<file path="config.mk">
export PLATFORM = sky130hd
export DESIGN_NAME = float32_integer_power_unit
export DESIGN_NICKNAME = d
export VERILOG_FILES = /design/src/rtl/core/fip_pkg.sv /design/src/rtl/core/float32_integer_power_unit.sv
export SDC_FILE = /design/constraint.sdc
export NUM_CORES = 2
export LEC_CHECK = 0
export ABC_AREA = 1
export BUFFER_PORTS_ARGS = -buffer_cell sky130_fd_sc_hd__buf_2
export CAP_MARGIN = 20
export CELL_PAD_IN_SITES_DETAIL_PLACEMENT = 0
export CELL_PAD_IN_SITES_GLOBAL_PLACEMENT = 1
export CORE_ASPECT_RATIO = 1.1
export CORE_MARGIN = 1
export CORE_UTILIZATION = 37
export CTS_CLUSTER_SIZE = 14
export DETAILED_ROUTE_END_ITERATION = 7
export GPL_TIMING_DRIVEN = 0
export PLACE_DENSITY_LB_ADDON = 0.1
export SYNTH_ARGS = -nofsm -noshare
export SYNTH_HDL_FRONTEND = slang
export SYNTH_SLANG_ARGS = --single-unit
</file>
<file path="constraint.sdc">
create_clock -name clk -period 6 [get_ports clk]
set_input_delay 0.6 -clock clk [delete_from_list [all_inputs] [get_ports clk]]
set_output_delay 0.6 -clock clk [all_outputs]
set_load 0.02 [all_outputs]
</file>
<file path="src/rtl/core/fip_pkg.sv">
`default_nettype none
package fip_pkg;

    localparam logic [31:0] QNAN_BITS = 32'h7FC0_0000;
    localparam logic [31:0] ONE_BITS  = 32'h3F80_0000;
    localparam logic [7:0]  EXP_MAX   = 8'hFF;

    localparam int SIG_W  = 48;
    localparam int QUOT_W = 26;
    localparam int EXP_W  = 11;

    localparam logic signed [EXP_W-1:0] MUL_EXP_ADJ = 11'sd126;
    localparam logic signed [EXP_W-1:0] DIV_EXP_ADJ = 11'sd127;
    localparam logic signed [EXP_W-1:0] EXP_INF     = 11'sd255;

endpackage
`default_nettype wire

</file>
<file path="src/rtl/core/float32_integer_power_unit.sv">
`default_nettype none
// Operation: a zero power gives one directly from idle; otherwise a search for the
// leading one of the power magnitude, then per exponent bit one or two float
// operations, each an operand normalize, a multiply or a divide of 26 quotient bits,
// a result normalize that shifts right on underflow, and rounding.
// Throughput: one item at a time; busy stays high until done pulses.
// Reset: rst_n asynchronous; clears the sequencer and the done strobe.
module float32_integer_power_unit (
    input  wire logic        clk,
    input  wire logic        rst_n,
    input  wire logic        start,
    output logic             busy,
    input  wire logic [31:0] base_bits,
    input  wire logic [31:0] power,
    output logic             done,
    output logic [31:0]      result_bits
);

    typedef enum logic [3:0] {
        S_IDLE, S_FIND, S_LOAD, S_UNPACK, S_PRENORM, S_MUL, S_DIV,
        S_NORM, S_ROUND, S_WB
    } state_t;

    localparam int EW = fip_pkg::EXP_W;
    localparam int SW = fip_pkg::SIG_W;
    localparam int QW = fip_pkg::QUOT_W;

    state_t                state_reg;
    logic                  done_reg;
    logic [31:0]           result_reg;
    logic [31:0]           x_reg;
    logic [31:0]           mag_reg;
    logic [5:0]            cnt_reg;
    logic                  neg_reg;
    logic                  phase_reg;
    logic [31:0]           acc_reg;
    logic [31:0]           tmp_reg;
    logic [31:0]           a_reg;
    logic [31:0]           b_reg;
    logic                  div_reg;
    logic [31:0]           r_reg;
    logic                  sign_reg;
    logic [23:0]           ma_reg;
    logic [23:0]           mb_reg;
    logic signed [EW-1:0]  ea_reg;
    logic signed [EW-1:0]  eb_reg;
    logic [24:0]           rem_reg;
    logic [QW-1:0]         q_reg;
    logic [4:0]            dcnt_reg;
    logic [SW-1:0]         sig_reg;
    logic                  stk_reg;
    logic signed [EW-1:0]  e_reg;

    logic [31:0] neg_power;
    logic        a_nan, a_inf, a_zero, b_nan, b_inf, b_zero;
    logic [31:0] special_bits;
    logic        special_hit;
    logic        rem_ge;
    logic [23:0] m24;
    logic        rnd_up;
    logic [24:0] m25;
    logic [23:0] mant_r;
    logic signed [EW-1:0] e_r;
    logic [31:0] round_bits;

    assign neg_power = 32'd0 - power;

    always_comb
    begin
        a_nan  = (a_reg[30:23] == fip_pkg::EXP_MAX) && (a_reg[22:0] != 23'd0);
        a_inf  = (a_reg[30:23] == fip_pkg::EXP_MAX) && (a_reg[22:0] == 23'd0);
        a_zero = (a_reg[30:0] == 31'd0);
        b_nan  = (b_reg[30:23] == fip_pkg::EXP_MAX) && (b_reg[22:0] != 23'd0);
        b_inf  = (b_reg[30:23] == fip_pkg::EXP_MAX) && (b_reg[22:0] == 23'd0);
        b_zero = (b_reg[30:0] == 31'd0);
        special_hit  = 1'b1;
        special_bits = fip_pkg::QNAN_BITS;
        if (!div_reg)
        begin
            priority if (a_nan || b_nan || (a_inf && b_zero) || (a_zero && b_inf))
                special_bits = fip_pkg::QNAN_BITS;
            else if (a_inf || b_inf)
                special_bits = {a_reg[31] ^ b_reg[31], fip_pkg::EXP_MAX, 23'd0};
            else if (a_zero || b_zero)
                special_bits = {a_reg[31] ^ b_reg[31], 31'd0};
            else
                special_hit = 1'b0;
        end
        else
        begin
            priority if (a_nan || b_nan || (a_zero && b_zero) || (a_inf && b_inf))
                special_bits = fip_pkg::QNAN_BITS;
            else if (b_zero || a_inf)
                special_bits = {a_reg[31] ^ b_reg[31], fip_pkg::EXP_MAX, 23'd0};
            else if (b_inf || a_zero)
                special_bits = {a_reg[31] ^ b_reg[31], 31'd0};
            else
                special_hit = 1'b0;
        end
    end

    assign rem_ge = (rem_reg >= {1'b0, mb_reg});

    always_comb
    begin
        m24    = sig_reg[SW-1 -: 24];
        rnd_up = sig_reg[SW-25] & ((|sig_reg[SW-26:0]) | stk_reg | m24[0]);
        m25    = {1'b0, m24} + {24'd0, rnd_up};
        if (m25[24])
        begin
            mant_r = m25[24:1];
            e_r    = e_reg + 11'sd1;
        end
        else
        begin
            mant_r = m25[23:0];
            e_r    = e_reg;
        end
        if (e_r >= fip_pkg::EXP_INF)
            round_bits = {sign_reg, fip_pkg::EXP_MAX, 23'd0};
        else if (mant_r[23])
            round_bits = {sign_reg, e_r[7:0], mant_r[22:0]};
        else
            round_bits = {sign_reg, 8'd0, mant_r[22:0]};
    end

    always_ff @(posedge clk or negedge rst_n)
    begin
        if (!rst_n)
        begin
            state_reg <= S_IDLE;
            done_reg  <= 1'b0;
        end
        else
        begin
            done_reg <= 1'b0;
            unique case (state_reg)
                S_IDLE:
                begin
                    if (start)
                    begin
                        x_reg     <= base_bits;
                        neg_reg   <= power[31];
                        mag_reg   <= power[31] ? neg_power : power;
                        cnt_reg   <= 6'd32;
                        acc_reg   <= fip_pkg::ONE_BITS;
                        phase_reg <= 1'b0;
                        if (power == 32'd0)
                        begin
                            result_reg <= fip_pkg::ONE_BITS;
                            done_reg   <= 1'b1;
                        end
                        else
                            state_reg <= S_FIND;
                    end
                end
                S_FIND:
                begin
                    if (mag_reg[31])
                        state_reg <= S_LOAD;
                    else
                    begin
                        mag_reg <= {mag_reg[30:0], 1'b0};
                        cnt_reg <= cnt_reg - 6'd1;
                    end
                end
                S_LOAD:
                begin
                    if (!phase_reg)
                    begin
                        a_reg   <= (mag_reg[31] && !neg_reg) ? x_reg : acc_reg;
                        b_reg   <= acc_reg;
                        div_reg <= 1'b0;
                    end
                    else
                    begin
                        a_reg   <= tmp_reg;
                        b_reg   <= neg_reg ? x_reg : acc_reg;
                        div_reg <= neg_reg;
                    end
                    state_reg <= S_UNPACK;
                end
                S_UNPACK:
                begin
                    sign_reg <= a_reg[31] ^ b_reg[31];
                    ma_reg   <= {a_reg[30:23] != 8'd0, a_reg[22:0]};
                    mb_reg   <= {b_reg[30:23] != 8'd0, b_reg[22:0]};
                    ea_reg   <= (a_reg[30:23] == 8'd0) ? 11'sd1 : $signed({3'd0, a_reg[30:23]});
                    eb_reg   <= (b_reg[30:23] == 8'd0) ? 11'sd1 : $signed({3'd0, b_reg[30:23]});
                    if (special_hit)
                    begin
                        r_reg     <= special_bits;
                        state_reg <= S_WB;
                    end
                    else
                        state_reg <= S_PRENORM;
                end
                S_PRENORM:
                begin
                    if (!ma_reg[23])
                    begin
                        ma_reg <= {ma_reg[22:0], 1'b0};
                        ea_reg <= ea_reg - 11'sd1;
                    end
                    if (!mb_reg[23])
                    begin
                        mb_reg <= {mb_reg[22:0], 1'b0};
                        eb_reg <= eb_reg - 11'sd1;
                    end
                    if (ma_reg[23] && mb_reg[23])
                    begin
                        rem_reg   <= {1'b0, ma_reg};
                        dcnt_reg  <= 5'(QW - 1);
                        state_reg <= div_reg ? S_DIV : S_MUL;
                    end
                end
                S_MUL:
                begin
                    sig_reg   <= ma_reg * mb_reg;
                    stk_reg   <= 1'b0;
                    e_reg     <= ea_reg + eb_reg - fip_pkg::MUL_EXP_ADJ;
                    state_reg <= S_NORM;
                end
                S_DIV:
                begin
                    q_reg    <= {q_reg[QW-2:0], rem_ge};
                    rem_reg  <= {(rem_ge ? (rem_reg[23:0] - mb_reg) : rem_reg[23:0]), 1'b0};
                    dcnt_reg <= dcnt_reg - 5'd1;
                    if (dcnt_reg == 5'd0)
                    begin
                        e_reg     <= ea_reg - eb_reg + fip_pkg::DIV_EXP_ADJ;
                        state_reg <= S_NORM;
                    end
                    if (dcnt_reg == 5'd0)
                    begin
                        sig_reg <= {q_reg[QW-2:0], rem_ge, {(SW-QW){1'b0}}};
                        stk_reg <= rem_ge ? (rem_reg[23:0] != mb_reg) : (rem_reg != 25'd0);
                    end
                end
                S_NORM:
                begin
                    priority if (e_reg < 11'sd1)
                    begin
                        if (sig_reg == '0)
                            e_reg <= 11'sd1;
                        else
                        begin
                            sig_reg <= {1'b0, sig_reg[SW-1:1]};
                            stk_reg <= stk_reg | sig_reg[0];
                            e_reg   <= e_reg + 11'sd1;
                        end
                    end
                    else if (!sig_reg[SW-1] && e_reg > 11'sd1)
                    begin
                        sig_reg <= {sig_reg[SW-2:0], 1'b0};
                        e_reg   <= e_reg - 11'sd1;
                    end
                    else
                        state_reg <= S_ROUND;
                end
                S_ROUND:
                begin
                    r_reg     <= round_bits;
                    state_reg <= S_WB;
                end
                S_WB:
                begin
                    if (!phase_reg && mag_reg[31])
                    begin
                        tmp_reg   <= r_reg;
                        phase_reg <= 1'b1;
                        state_reg <= S_LOAD;
                    end
                    else
                    begin
                        acc_reg   <= r_reg;
                        phase_reg <= 1'b0;
                        mag_reg   <= {mag_reg[30:0], 1'b0};
                        cnt_reg   <= cnt_reg - 6'd1;
                        if (cnt_reg == 6'd1)
                        begin
                            result_reg <= r_reg;
                            done_reg   <= 1'b1;
                            state_reg  <= S_IDLE;
                        end
                        else
                            state_reg <= S_LOAD;
                    end
                end
                default:
                    state_reg <= S_IDLE;
            endcase
        end
    end

    assign busy        = (state_reg != S_IDLE);
    assign done        = done_reg;
    assign result_bits = result_reg;

    a_done_idle: assert property (@(posedge clk) disable iff (!rst_n)
        done |-> !busy)
        else $error("done strobe while busy");

    a_zero_power: assert property (@(posedge clk) disable iff (!rst_n)
        (start && !busy && power == 32'd0) |=> (done && result_bits == fip_pkg::ONE_BITS))
        else $error("zero power did not give one");

    a_round_exp: assert property (@(posedge clk) disable iff (!rst_n)
        (state_reg == S_ROUND) |-> (e_reg >= 11'sd1))
        else $error("rounding entered below the subnormal exponent");

    a_div_prenorm: assert property (@(posedge clk) disable iff (!rst_n)
        (state_reg == S_DIV) |-> (mb_reg[23] && div_reg))
        else $error("divide started on an unnormalized divisor");

endmodule
`default_nettype wire
</file>
==> impl_metrics.tcl <==
set metrics [dict create \
    status "complete, but fails checks" \
    violations "setup timing" \
    antenna_found_initial 0 \
    clk_latency_ps 640 \
    final_antenna_net_count 0 \
    synth_top_family_by_area "adder cells" \
    nets 6679 \
    layout_commonest_cell "nand2_1" \
    grt_pass1_wl_um 260200 \
    synthSimpleGateAreaFrac_pct 20.41 \
    slew_headroom_pct 35.46 \
    synth_fp_nets 6371 \
    dieArea_um2 123700 \
    setup_viol 32 \
    crit_arrival_ps 6940 \
    maxCapViolCount 0 \
    start_util_pct 37.29 \
    syn_area_per_cell_um2 8.122 \
    tightestPinTransition_ps 964.6 \
    ys.flop_type "edfxtp_1" \
    worstPathRequired_ps 6390 \
    vias 38100 \
    cts-root-buf "clkbuf_16" \
    synth.mux.area_fraction_pct 0 \
    cts_buffer_depth 3 \
    fin_setup_tns_ps -13280 \
    fin_crit_sh_pct 109.1 \
    period_needed_ps 6549 \
    clock_sink_count 456 \
    row_count 134 \
    gr-total-overflow 0 \
    rsz0062_at_grt "true" \
    place_congestion 0.9568 \
    netlist_area_um2 45260 \
    synth_cells 5573 \
    portBuffers 100 \
    slew_violations 0 \
    finClkSkew_ps 50.81 \
    post_dp_cell_area_um2 48550 \
    postRouteWirelength_um 177600 \
    ys_async_sr_fraction_pct 1.096 \
    drive_gt1_share_pct 15.81 \
    h-tree-depth 2 \
    finalHoldViolations 0 \
    grt_pass1_vias 38340 \
    worstSetupEndpointType "flip-flop" \
    synth-compound-area-share_pct 6.731 \
    synth_edf_count 451 \
    cts_buffers 51 \
    synthXorXnorAreaFrac_pct 1.471 \
    dpl.hpwl_um 142600 \
    core_um2 121400 \
    yosysWarnings 0 \
    synthAdderAreaFrac_pct 28.25 \
    setup_slack_ps -548.7 \
    routedWlPerCell_um 23.51 \
    ys_seq_area_share_pct 30.20 \
    syn_to_final_growth_pct 20.91 \
    fill_cells 12350 \
    vias_per_cell 5.043 \
    die-width_um 335.5 \
    route.detailed.drc 0 \
    drt-pass1-iter-count 5 \
    postLayoutCoreUtil_pct 45.09 \
    hp-class "input pin to flip-flop" \
    drt_iter0_markers 3031 \
    mostFrequentLayoutCells "nand2_1 (1,323), inv_1 (1,248), fa_1 (455), edfxtp_1 (451), nor2_1 (334)" \
    synth_cell_types 59 \
    timing_worst_setup_path_type "flip-flop to flip-flop" \
    fmaxAchievable_mhz 152.7 \
    io_pins 101 \
    die_y_um 368.8 \
    final_cell_area_um2 54730 \
    critPathMaxFanout 6 \
    cp-start-kind "flip-flop" \
    clk_pin_slew_worst_paths_ps 60 \
    grt_max_degree 35 \
    largest_reg_flops 48 \
    cts_tree "built" \
    track_usage_pct 28.84 \
    synth_seq_cells 456 \
]
==> routing by layer <==
metal	part of all wire, %	vias to the layer above	GRT usage (%)	routed length (um)
met2	49	1042	49.59	87030
met5	0	-	0	0
li1	-	17790	-	-
met1	42	19030	37.28	74560
met3	4.4	245	2.590	7893
met4	4.6	0	11.46	8126
==> stage by stage <==
stage | hold WS (ps) | worst slack [ps] | std cells
final | 127.5 | -548.7 | 7555
after global routing | 101.9 | -706.4 | 7554
after CTS | 89.52 | -564.3 | 7520
after detailed placement | 433.2 | -2032 | 7336
after global placement | 430.0 | -2729 | 7305
after floorplan | 304.4 | -15.54 | 5573
==> synthesized netlist by cell type, types with 9 or more instances <==
cell type  number  area, um^2
a31oi_1        41       256.5
nor2_1        385        1445
edfxtp_1      451       13540
nand2_1      1432        5375
fa_1          485        9709
nand4_1        65       406.6
o22ai_1        22       137.6
o21ai_1        11       55.05
xnor2_1        30       262.8
or2_2          14       87.58
xor2_1         46       402.9
o221ai_1       17       148.9
buf_1           9       33.78
nor3_1         52       260.3
o21bai_1       10       75.07
nor4_1         16       100.1
buf_2           9       45.04
clkbuf_1      214       803.3
ha_1          246        3078
o21ai_0       186       930.9
nand3_1       222        1111
a21oi_1       169       845.8
a221oi_1       15       131.4
nor2_4         12       135.1
inv_1        1304        4895
==> cell type report <==
class	instances	area (um^2)	area share, %
diodes	1	2.502	0.004572
well taps	1632	2042	3.731
inverters	1311	4926	9.001
flip-flops and latches	456	13670	24.97
clock buffers	63	1321	2.414
repair buffers	285	2431	4.442
multi-input cells	3571	27820	50.83
plain buffers	205	2113	3.861
clock inverters	31	406.6	0.7430
==> cells by family (layout without fill, tap and decap cells) <==
| kind of cell | count (synthesis) | in the layout |
|---|---|---|
| compound gates | 529 | 529 |
| xor+xnor | 76 | 76 |
| fa+ha+maj | 731 | 731 |
| buf+inv | 1546 | 1895 |
| flops | 456 | 456 |
| other cells | 0 | 1 |
| simple gates | 2235 | 2235 |
==> path summary, 6_finish.rpt <==
path                       cells after the start           end  slack, ps          start
max reg2reg                                   24   sig_reg[29]       -550      ma_reg[6]
min in group asynchronous                      2  state_reg[3]        350          rst_n
min                                            1     x_reg[16]        130  base_bits[16]
max in group asynchronous                      2  state_reg[1]       5440          rst_n
max                                           24   sig_reg[29]       -550      ma_reg[6]
min reg2reg                                    0      q_reg[6]        440       q_reg[5]
==> critical path: stages (launching register included) <==
cell and delay (ps):
edfxtp_1 520, buf_8 210, clkbuf_16 170, buf_6 110
nand2_2 50, fa_1 480, inv_1 50, fa_1 540
fa_1 450, fa_1 590, fa_2 470, fa_1 540
inv_2 40, fa_1 520, inv_2 50, ha_4 270
a21oi_4 270, o21ai_4 120, a21oi_2 190, nand2_1 100
inv_1 80, nand2_2 80, or2_4 240, nand3_4 70
nand2_2 50
==> what timing repair did <==
item,4_1_cts,5_1_grt
hold buffers,1,0
setup buffers,113,34
gates cloned,5,2
endpoints found under the setup margin,40,38
gates resized for setup,629,222
pin swaps,132,128
hold endpoints to repair,5,0
Power is not shown: default switching activity piles up to over one toggle a cycle in this logic, so the estimate is an artifact.
